File: config.mk
export PLATFORM = sky130hd
export DESIGN_NAME = antenna_deploy_sequencer
export DESIGN_NICKNAME = d
export VERILOG_FILES = /design/src/sv/ads_pkg.sv /design/src/sv/ads_step.sv /design/src/sv/antenna_deploy_sequencer.sv
export SDC_FILE = /design/constraint.sdc
export NUM_CORES = 1
export LEC_CHECK = 0
export ABC_AREA = 1
export ABC_CLOCK_PERIOD_IN_PS = 5560
export BUFFER_PORTS_ARGS = -buffer_cell sky130_fd_sc_hd__buf_4
export CORE_MARGIN = 2
export CORE_UTILIZATION = 55
export CTS_CLUSTER_SIZE = 28
export DETAILED_ROUTE_END_ITERATION = 16
export GPL_ROUTABILITY_DRIVEN = 0
export PLACE_DENSITY_LB_ADDON = 0.05
export SLEW_MARGIN = 20
export SYNTH_ARGS = -nofsm -noshare
export SYNTH_HDL_FRONTEND = slang
export SYNTH_SLANG_ARGS = --single-unit
File: constraint.sdc
create_clock -name i_clk -period 5.56 [get_ports i_clk]
set_input_delay 1.668 -clock i_clk [delete_from_list [all_inputs] [get_ports i_clk]]
set_output_delay 1.668 -clock i_clk [all_outputs]
set_load 0.005 [all_outputs]
File: src/sv/ads_pkg.sv
// Shared types, constants and helper functions for the antenna deployment sequencer.
// No dependencies; used by every module of the block.
`timescale 1ns / 1ps

package ads_pkg;

    // Width of the tick, minute and hour counters.
    localparam int COUNT_BITS = 16;
    // Width of the configuration counts.
    localparam int CFG_CNT_BITS = 16;
    // Common width for comparing a counter against a configured count.
    localparam int CMP_BITS = (COUNT_BITS > CFG_CNT_BITS) ? COUNT_BITS : CFG_CNT_BITS;

    localparam int CFG_ADDR_BITS = 3;
    localparam int CFG_DATA_BITS = 16;

    // Configuration register indexes.
    localparam logic [CFG_ADDR_BITS-1:0] CFG_COLD_TEMP  = 3'd0;
    localparam logic [CFG_ADDR_BITS-1:0] CFG_SUN_CUR    = 3'd1;
    localparam logic [CFG_ADDR_BITS-1:0] CFG_WAIT_TICKS = 3'd2;
    localparam logic [CFG_ADDR_BITS-1:0] CFG_TICKS_MIN  = 3'd3;
    localparam logic [CFG_ADDR_BITS-1:0] CFG_MIN_HOUR   = 3'd4;
    localparam logic [CFG_ADDR_BITS-1:0] CFG_INT_HOURS  = 3'd5;
    localparam logic [CFG_ADDR_BITS-1:0] CFG_EXP_TICKS  = 3'd6;

    // Request kinds carried on the input tuser bit.
    localparam logic REQ_TICK = 1'b0;
    localparam logic REQ_BOOT = 1'b1;

    typedef enum logic [1:0] {
        MODE_WAIT     = 2'd0,
        MODE_INTERVAL = 2'd1,
        MODE_EXPAND   = 2'd2,
        MODE_SKIP     = 2'd3
    } t_mode;

    typedef logic [COUNT_BITS-1:0] t_count;

    typedef struct packed {
        logic [7:0]              cold_temp_threshold;
        logic [7:0]              sun_current_threshold;
        logic [CFG_CNT_BITS-1:0] wait_ticks;
        logic [CFG_CNT_BITS-1:0] ticks_per_minute;
        logic [CFG_CNT_BITS-1:0] minutes_per_hour;
        logic [CFG_CNT_BITS-1:0] interval_hours;
        logic [CFG_CNT_BITS-1:0] expand_ticks;
    } t_cfg;

    typedef struct packed {
        t_mode  mode;
        t_count tick_count;
        t_count minute_count;
        t_count hour_count;
        logic   done_flag;
        logic   drive_level;
    } t_state;

    typedef struct packed {
        logic       req_type;
        logic [7:0] temp_a;
        logic [7:0] temp_b;
        logic [7:0] temp_c;
        logic [7:0] panel_current;
        logic       done_request;
        logic       stored_expanded;
    } t_item;

    typedef struct packed {
        logic  reinit_system;
        logic  mark_expanded;
        logic  heater_restore;
        logic  heater_off;
        logic  antenna_drive;
        t_mode mode;
    } t_result;

    // Saturating increment: holds at all ones instead of wrapping.
    function automatic t_count sat_inc(input t_count v);
        return (&v) ? v : v + COUNT_BITS'(1);
    endfunction

    function automatic logic [CMP_BITS-1:0] ext_cnt(input t_count v);
        return CMP_BITS'(v);
    endfunction

    function automatic logic [CMP_BITS-1:0] ext_cfg(input logic [CFG_CNT_BITS-1:0] v);
        return CMP_BITS'(v);
    endfunction

endpackage

File: src/sv/ads_step.sv
// Next-state and result logic for one sequencer step.
// Depends on ads_pkg for the state, item, configuration and result types.
`timescale 1ns / 1ps

module ads_step (
    input  ads_pkg::t_state  i_state,
    input  ads_pkg::t_cfg    i_cfg,
    input  ads_pkg::t_item   i_item,
    output ads_pkg::t_state  o_state,
    output ads_pkg::t_result o_result
);

    logic cold_a;
    logic cold_b;
    logic cold_c;
    logic qualify;
    logic done_now;
    ads_pkg::t_state  ns;
    ads_pkg::t_result res;

    // A tick qualifies when at least two of three sensors are cold and the panels see sun.
    assign cold_a  = i_item.temp_a < i_cfg.cold_temp_threshold;
    assign cold_b  = i_item.temp_b < i_cfg.cold_temp_threshold;
    assign cold_c  = i_item.temp_c < i_cfg.cold_temp_threshold;
    assign qualify = ((cold_a & cold_b) | (cold_a & cold_c) | (cold_b & cold_c))
                   & (i_item.panel_current > i_cfg.sun_current_threshold);

    assign done_now = i_state.done_flag | i_item.done_request;

    always_comb begin
        ns           = i_state;
        ns.done_flag = done_now;
        res          = '0;

        priority if (i_item.req_type == ads_pkg::REQ_BOOT) begin
            if (i_item.stored_expanded) begin
                ns.mode       = ads_pkg::MODE_WAIT;
                ns.tick_count = '0;
            end else begin
                ns.mode = ads_pkg::MODE_SKIP;
            end
        end else begin
            unique case (i_state.mode)
                ads_pkg::MODE_WAIT: begin
                    if (qualify) begin
                        ns.tick_count = ads_pkg::sat_inc(i_state.tick_count);
                    end
                    if (ads_pkg::ext_cnt(ns.tick_count) > ads_pkg::ext_cfg(i_cfg.wait_ticks)) begin
                        ns.mode       = ads_pkg::MODE_EXPAND;
                        ns.tick_count = '0;
                    end
                end
                ads_pkg::MODE_INTERVAL: begin
                    if (qualify) begin
                        ns.tick_count = ads_pkg::sat_inc(i_state.tick_count);
                    end
                    if (done_now) begin
                        ns.mode         = ads_pkg::MODE_SKIP;
                        ns.tick_count   = '0;
                        ns.minute_count = '0;
                        ns.hour_count   = '0;
                        res.mark_expanded = 1'b1;
                    end
                    // The minute, hour and deploy checks still run after a done request.
                    if (ads_pkg::ext_cnt(ns.tick_count)
                            > ads_pkg::ext_cfg(i_cfg.ticks_per_minute)) begin
                        ns.minute_count = ads_pkg::sat_inc(ns.minute_count);
                        ns.tick_count   = '0;
                    end
                    if (ads_pkg::ext_cnt(ns.minute_count)
                            >= ads_pkg::ext_cfg(i_cfg.minutes_per_hour)) begin
                        ns.hour_count   = ads_pkg::sat_inc(ns.hour_count);
                        ns.tick_count   = '0;
                        ns.minute_count = '0;
                    end
                    if (ads_pkg::ext_cnt(ns.hour_count)
                            >= ads_pkg::ext_cfg(i_cfg.interval_hours)) begin
                        ns.mode         = ads_pkg::MODE_EXPAND;
                        ns.tick_count   = '0;
                        ns.minute_count = '0;
                        ns.hour_count   = '0;
                    end
                end
                ads_pkg::MODE_EXPAND: begin
                    res.heater_off = 1'b1;
                    ns.tick_count  = ads_pkg::sat_inc(i_state.tick_count);
                    ns.drive_level = 1'b1;
                    if (i_item.panel_current < i_cfg.sun_current_threshold) begin
                        ns.tick_count      = '0;
                        ns.drive_level     = 1'b0;
                        ns.mode            = ads_pkg::MODE_WAIT;
                        res.heater_restore = 1'b1;
                    end
                    // An abort clears the count, so this only fires on a full run.
                    if (ads_pkg::ext_cnt(ns.tick_count) > ads_pkg::ext_cfg(i_cfg.expand_ticks)) begin
                        res.reinit_system = 1'b1;
                        ns.mode           = ads_pkg::MODE_INTERVAL;
                        ns.tick_count     = '0;
                        ns.minute_count   = '0;
                        ns.hour_count     = '0;
                        ns.done_flag      = 1'b0;
                        ns.drive_level    = 1'b0;
                    end
                end
                ads_pkg::MODE_SKIP: begin
                    ns.mode = ads_pkg::MODE_SKIP;
                end
                default: begin
                    ns.mode = i_state.mode;
                end
            endcase
        end

        res.mode          = ns.mode;
        res.antenna_drive = ns.drive_level;
    end

    assign o_state  = ns;
    assign o_result = res;

endmodule

File: src/sv/antenna_deploy_sequencer.sv
// Throughput: one transaction per cycle while i_m_tready is high; the step logic sits
// between an input register and an output register, and the sequencer state updates in
// the same cycle as the result.
// Reset: synchronous, active low; the sequencer returns to interval mode with all counters,
// the done flag and the drive level cleared, and all thresholds return to their defaults.
// Depends on ads_pkg and ads_step.
`timescale 1ns / 1ps

module antenna_deploy_sequencer (
    input  logic        i_clk,
    input  logic        i_rst_n,

    // Input stream.
    input  logic        i_s_tvalid,
    output logic        o_s_tready,
    // tdata, from bit 0: temp_a[7:0], temp_b[15:8], temp_c[23:16], panel_current[31:24],
    // done_request[32], stored_expanded[33], zero fill[39:34].
    input  logic [39:0] i_s_tdata,
    // tuser: req_type[0] (0 periodic tick, 1 boot check).
    input  logic        i_s_tuser,

    // Result stream.
    output logic        o_m_tvalid,
    input  logic        i_m_tready,
    // tdata, from bit 0: mode[1:0], antenna_drive[2], heater_off[3], heater_restore[4],
    // mark_expanded[5], reinit_system[6], zero fill[7].
    output logic [7:0]  o_m_tdata,

    // Configuration write channel.
    input  logic                               i_cfg_valid,
    output logic                               o_cfg_ready,
    input  logic [ads_pkg::CFG_ADDR_BITS-1:0]  i_cfg_addr,
    input  logic [ads_pkg::CFG_DATA_BITS-1:0]  i_cfg_data
);

    // Input stage: holds one accepted transaction until the step logic consumes it.
    logic            r_in_valid;
    ads_pkg::t_item  r_in_item;

    // Output stage: the finished result waits here for the downstream ready.
    logic             r_out_valid;
    ads_pkg::t_result r_out_data;

    // Sequencer state and configuration registers.
    ads_pkg::t_state  r_state;
    ads_pkg::t_cfg    r_cfg;

    ads_pkg::t_state  n_state;
    ads_pkg::t_result n_result;

    logic s_in_accept;
    logic s_advance;

    // The step fires when the input stage holds an item and the output stage is free
    // or being drained this cycle, so a stalled output still leaves room for one item.
    assign s_advance   = r_in_valid & (~r_out_valid | i_m_tready);
    assign o_s_tready  = ~r_in_valid | s_advance;
    assign s_in_accept = i_s_tvalid & o_s_tready;

    // Configuration writes are always accepted and are registered directly into r_cfg.
    assign o_cfg_ready = 1'b1;

    always_ff @(posedge i_clk) begin
        if (!i_rst_n) begin
            r_in_valid <= 1'b0;
        end else if (o_s_tready) begin
            r_in_valid <= i_s_tvalid;
        end
    end

    always_ff @(posedge i_clk) begin
        if (s_in_accept) begin
            r_in_item.req_type        <= i_s_tuser;
            r_in_item.temp_a          <= i_s_tdata[7:0];
            r_in_item.temp_b          <= i_s_tdata[15:8];
            r_in_item.temp_c          <= i_s_tdata[23:16];
            r_in_item.panel_current   <= i_s_tdata[31:24];
            r_in_item.done_request    <= i_s_tdata[32];
            r_in_item.stored_expanded <= i_s_tdata[33];
        end
    end

    ads_step u_step (
        .i_state  (r_state),
        .i_cfg    (r_cfg),
        .i_item   (r_in_item),
        .o_state  (n_state),
        .o_result (n_result)
    );

    // State moves only when a step fires, in the same edge that captures its result.
    always_ff @(posedge i_clk) begin
        if (!i_rst_n) begin
            r_state.mode         <= ads_pkg::MODE_INTERVAL;
            r_state.tick_count   <= '0;
            r_state.minute_count <= '0;
            r_state.hour_count   <= '0;
            r_state.done_flag    <= 1'b0;
            r_state.drive_level  <= 1'b0;
        end else if (s_advance) begin
            r_state <= n_state;
        end
    end

    always_ff @(posedge i_clk) begin
        if (!i_rst_n) begin
            r_out_valid <= 1'b0;
        end else if (s_advance) begin
            r_out_valid <= 1'b1;
        end else if (i_m_tready) begin
            r_out_valid <= 1'b0;
        end
    end

    always_ff @(posedge i_clk) begin
        if (s_advance) begin
            r_out_data <= n_result;
        end
    end

    assign o_m_tvalid = r_out_valid;
    assign o_m_tdata  = {1'b0,
                         r_out_data.reinit_system,
                         r_out_data.mark_expanded,
                         r_out_data.heater_restore,
                         r_out_data.heater_off,
                         r_out_data.antenna_drive,
                         r_out_data.mode};

    // Configuration registers; indexes beyond the list are ignored.
    always_ff @(posedge i_clk) begin
        if (!i_rst_n) begin
            r_cfg.cold_temp_threshold   <= 8'd20;
            r_cfg.sun_current_threshold <= 8'd50;
            r_cfg.wait_ticks            <= 16'd600;
            r_cfg.ticks_per_minute      <= 16'd60;
            r_cfg.minutes_per_hour      <= 16'd60;
            r_cfg.interval_hours        <= 16'd24;
            r_cfg.expand_ticks          <= 16'd100;
        end else if (i_cfg_valid) begin
            unique case (i_cfg_addr)
                ads_pkg::CFG_COLD_TEMP:  r_cfg.cold_temp_threshold   <= i_cfg_data[7:0];
                ads_pkg::CFG_SUN_CUR:    r_cfg.sun_current_threshold <= i_cfg_data[7:0];
                ads_pkg::CFG_WAIT_TICKS: r_cfg.wait_ticks            <= i_cfg_data;
                ads_pkg::CFG_TICKS_MIN:  r_cfg.ticks_per_minute      <= i_cfg_data;
                ads_pkg::CFG_MIN_HOUR:   r_cfg.minutes_per_hour      <= i_cfg_data;
                ads_pkg::CFG_INT_HOURS:  r_cfg.interval_hours        <= i_cfg_data;
                ads_pkg::CFG_EXP_TICKS:  r_cfg.expand_ticks          <= i_cfg_data;
                default: begin
                    r_cfg <= r_cfg;
                end
            endcase
        end
    end

endmodule

==> flow_summary.ini <==
[final_layout]
finalNonFillerCells = 2244
drive_above_1_share_pct = 25.20
ff_latch_area_sq_um = 4267
finish.net_count = 2132
syn_to_final_growth_pct = 32.04
multiInputGateArea_sq_um = 7634
fill_cells = 1720
insertedDiodeCount = 0

[placed_design]
dp_slack_ns = -1.016
hpwl_mm = 23.84
io_buffer_count = 67
placed_cells_incl_taps = 2143

[min_path]
hold_path_startpoint = r_cfg[60]$_SDFFE_PN0P_
worst_hold_path_type = reg2reg

[timing]
fin_clk_skew_ns = 0.01624
final.min_clock_period_ns = 6.578
max_slew.worst_pin.slew_ns = 0.8829
finalSetupViolations = 52
final_critical_path_setup_slack_ns = -1.018
unrepaired_setup_endpoints_after_global_routing = true
worst_hold_slack_ns = 0.4628
final_max_slew_viol_count = 0
fmax_mhz = 152.0
final_min_period_over_clock_period_pct = 118.3
hold_violations = 0
slew_headroom_pct = 40.69

[clock_network]
cts_buffers = 17
tritoncts = built
hold_buffers = 0
maximum_buffer_depth_of_the_clock_tree = 2
clk_pin_slew_ns = 0.08
cts.sink_count = 192
clk_latency_ns = 0.45
ctsHtreeMaxLevel = 4
ctsRootBufferMaster = clkbuf_16

[run_status]
run_status = finished, violations left
failed_checks = negative setup slack

[global_routing]
grt_pass1_wl_mm = 55.37
global_route.usage.total_pct = 29.11
grt_remaining_overflow = 0
grt_antenna_before_repair = 0
first_global_vias = 11040
pin_count_of_the_biggest_net_entering_global_routing = 95

[floorplanning]
start_util_pct = 55.80
floorplan.io_pins = 76
num_rows = 54
die_width_um = 152.6
floorplan.die_area_sq_um = 23280
placeableCoreArea_sq_um = 21760
die-height_um = 152.6

[pwr]
pleak_uw = 0.007309
power.density_nw_per_um2 = 239.2
ir_worst_vdd_uv = 192.7
post_layout_power_uw = 3833

[critical_path]
timing.critical_path.fanout_max = 16
crit_buf_inv = 9
critical_path.reg2reg.startpoint = r_in_item[3]$_DFFE_PP_
startpoint = r_in_item[3]$_DFFE_PP_
worstPathArrival_ns = 6.95
launching_element_type_of_the_critical_path = flip-flop
crit_path_end_kind = flip-flop
slowest_cp_cell = edfxtp_1
critPathKind = reg2reg
timing.critical_path.slowest_cell_delay_ns = 0.42
critPathTopFamily = simple AND/OR/NAND/NOR gates
cp.required_ns = 5.93

[logic_synthesis]
synthesis.area_sq_um = 12140
yosys_warnings = 0
sequential_area_share_after_synthesis_pct = 35.13
syn-mean-instance-area_sq_um = 7.033
synth-seq-cells = 192
yosysUniqueCellTypes = 44
syn-num-nets = 1907
postSynthCellCount = 1726

[routing]
vias = 12380
remaining_drc_errors = 0
wl_mm = 35.83
drt-vias-per-instance = 5.516
dr.pass1.iters = 6
dr.first_iter.drc_count = 1063
antenna_violating_nets_post_route = 0
routed_wire_length_per_instance_um = 15.97

[job]
max_cap_violations = 0
[worst min-delay path, cell delays in order (launching register included)]
cell and delay, ns:
dfxtp_1 0.30, inv_1 0.06, a21oi_1 0.06
[sequential cells by signal, summed over array words and instances (netlist names)]
register / flops
r_state: 52
r_in_item: 35
o_m_tvalid: 1
o_m_tdata: 7
r_in_valid: 1
r_cfg: 96
[metal layers]
layer / global-route usage, % / vias to the layer above / share of wire, %
li1: - / 6108 / -
met1: 40.93 / 5711 / 44
met2: 47.30 / 496 / 47
met3: 4.863 / 64 / 7.2
met4: 6.305 / 0 / 1.6
met5: 0 / - / 0
[worst paths after layout]
kind,cells after the start,slack [ns],to
worst max-delay path,44,-1.02,r_state[31]$_SDFFE_PN0P_
worst min-delay path,2,0.46,r_cfg[60]$_SDFFE_PN0P_
worst min register to register,2,0.46,r_cfg[60]$_SDFFE_PN0P_
worst max register to register,44,-1.02,r_state[31]$_SDFFE_PN0P_
[cell usage in the layout (no fill, tap or decap), types with 6 or more instances in the layout]
master and instances:
nor2_4 6, edfxtp_1 42, inv_1 243, dfxtp_1 148, nand2_2 40, nand2_4 13, nand4_1 21, inv_2 13
ha_1 88, a21oi_4 9, nor2_1 108, nand3b_1 8, inv_8 6, clkbuf_16 17, buf_12 6, o21ai_0 106
xor2_1 20, o211ai_1 21, nand2_1 345, nand3_1 92, nand3_2 17, o21ai_1 6, o21ai_2 6, buf_4 252
a21oi_1 178, a21oi_2 25, nor3_1 15, nor2_2 12, ha_4 27, buf_6 10
[cell families (layout without fill, tap and decap cells)]
logic type | count (synthesis) | after routing | synth area share, %
buf+inv | 325 | 562 | 10.36
flops | 192 | 192 | 35.13
fa+ha+maj | 116 | 116 | 11.96
xor+xnor | 28 | 28 | 2.144
other cells | 2 | 2 | 0.06187
simple gates | 690 | 690 | 24.07
compound gates | 373 | 374 | 16.29
[Yosys cell counts (all sizes together)]
master,n,area share [%]
o21bai,4,0.25
a21o,4,0.25
or2,1,0.052
o31ai,1,0.062
nor3,19,0.91
inv,259,8.0
edfxtp,42,10
a211oi,1,0.062
and2,1,0.052
nor4,4,0.21
conb,2,0.062
buf,19,0.87
a31oi,7,0.36
nand2,398,12
nand3b,8,0.49
nor3b,1,0.062
o22ai,1,0.052
nor2,126,4.1
nand4,21,1.1
xor2,24,1.9
nand3,111,4.7
clkbuf,47,1.5
o211ai,21,1.3
o21ai,119,5.0
o21a,3,0.19
a21oi,212,8.8
ha,116,12
xnor2,4,0.29
dfxtp,150,25
[final cells by class]
type	count	area share (%)
clock buffer	17	2.654
clock inverter	15	1.257
inverter	259	6.128
multi-input combinational	1210	47.62
sequential	192	26.62
tap	280	2.186
timing repair buffer	271	13.54
[stage by stage]
stage / TNS (ns) / utilization [%] / cell area (sq um)
final: -49.45 / 73.68 / 16030
after global routing: -65.62 / 73.68 / 16030
after CTS: -36.51 / 70.92 / 15430
after detailed placement: -48.63 / 63.91 / 13900
after global placement: -41.48 / 63.91 / 13900
after floorplan: -5.001 / - / 12330
[timing repair]
| item | in CTS | in global routing |
|---|---|---|
| buffers inserted | 50 | 21 |
| setup endpoints to repair | 52 | 52 |
| pin swaps | 57 | 47 |
| endpoints found under the hold margin | 0 | 0 |
| gates resized for setup | 117 | 93 |
| cloned | 2 | 0 |
[where the power goes]
part	internal (uW)	total [uW]	switching (uW)
combinational	439	1030	594
sequential	1480	1500	19.8
clock	659	1310	646
total	2570	3830	1260
No activity file was read; power rests on OpenSTA's default activity.
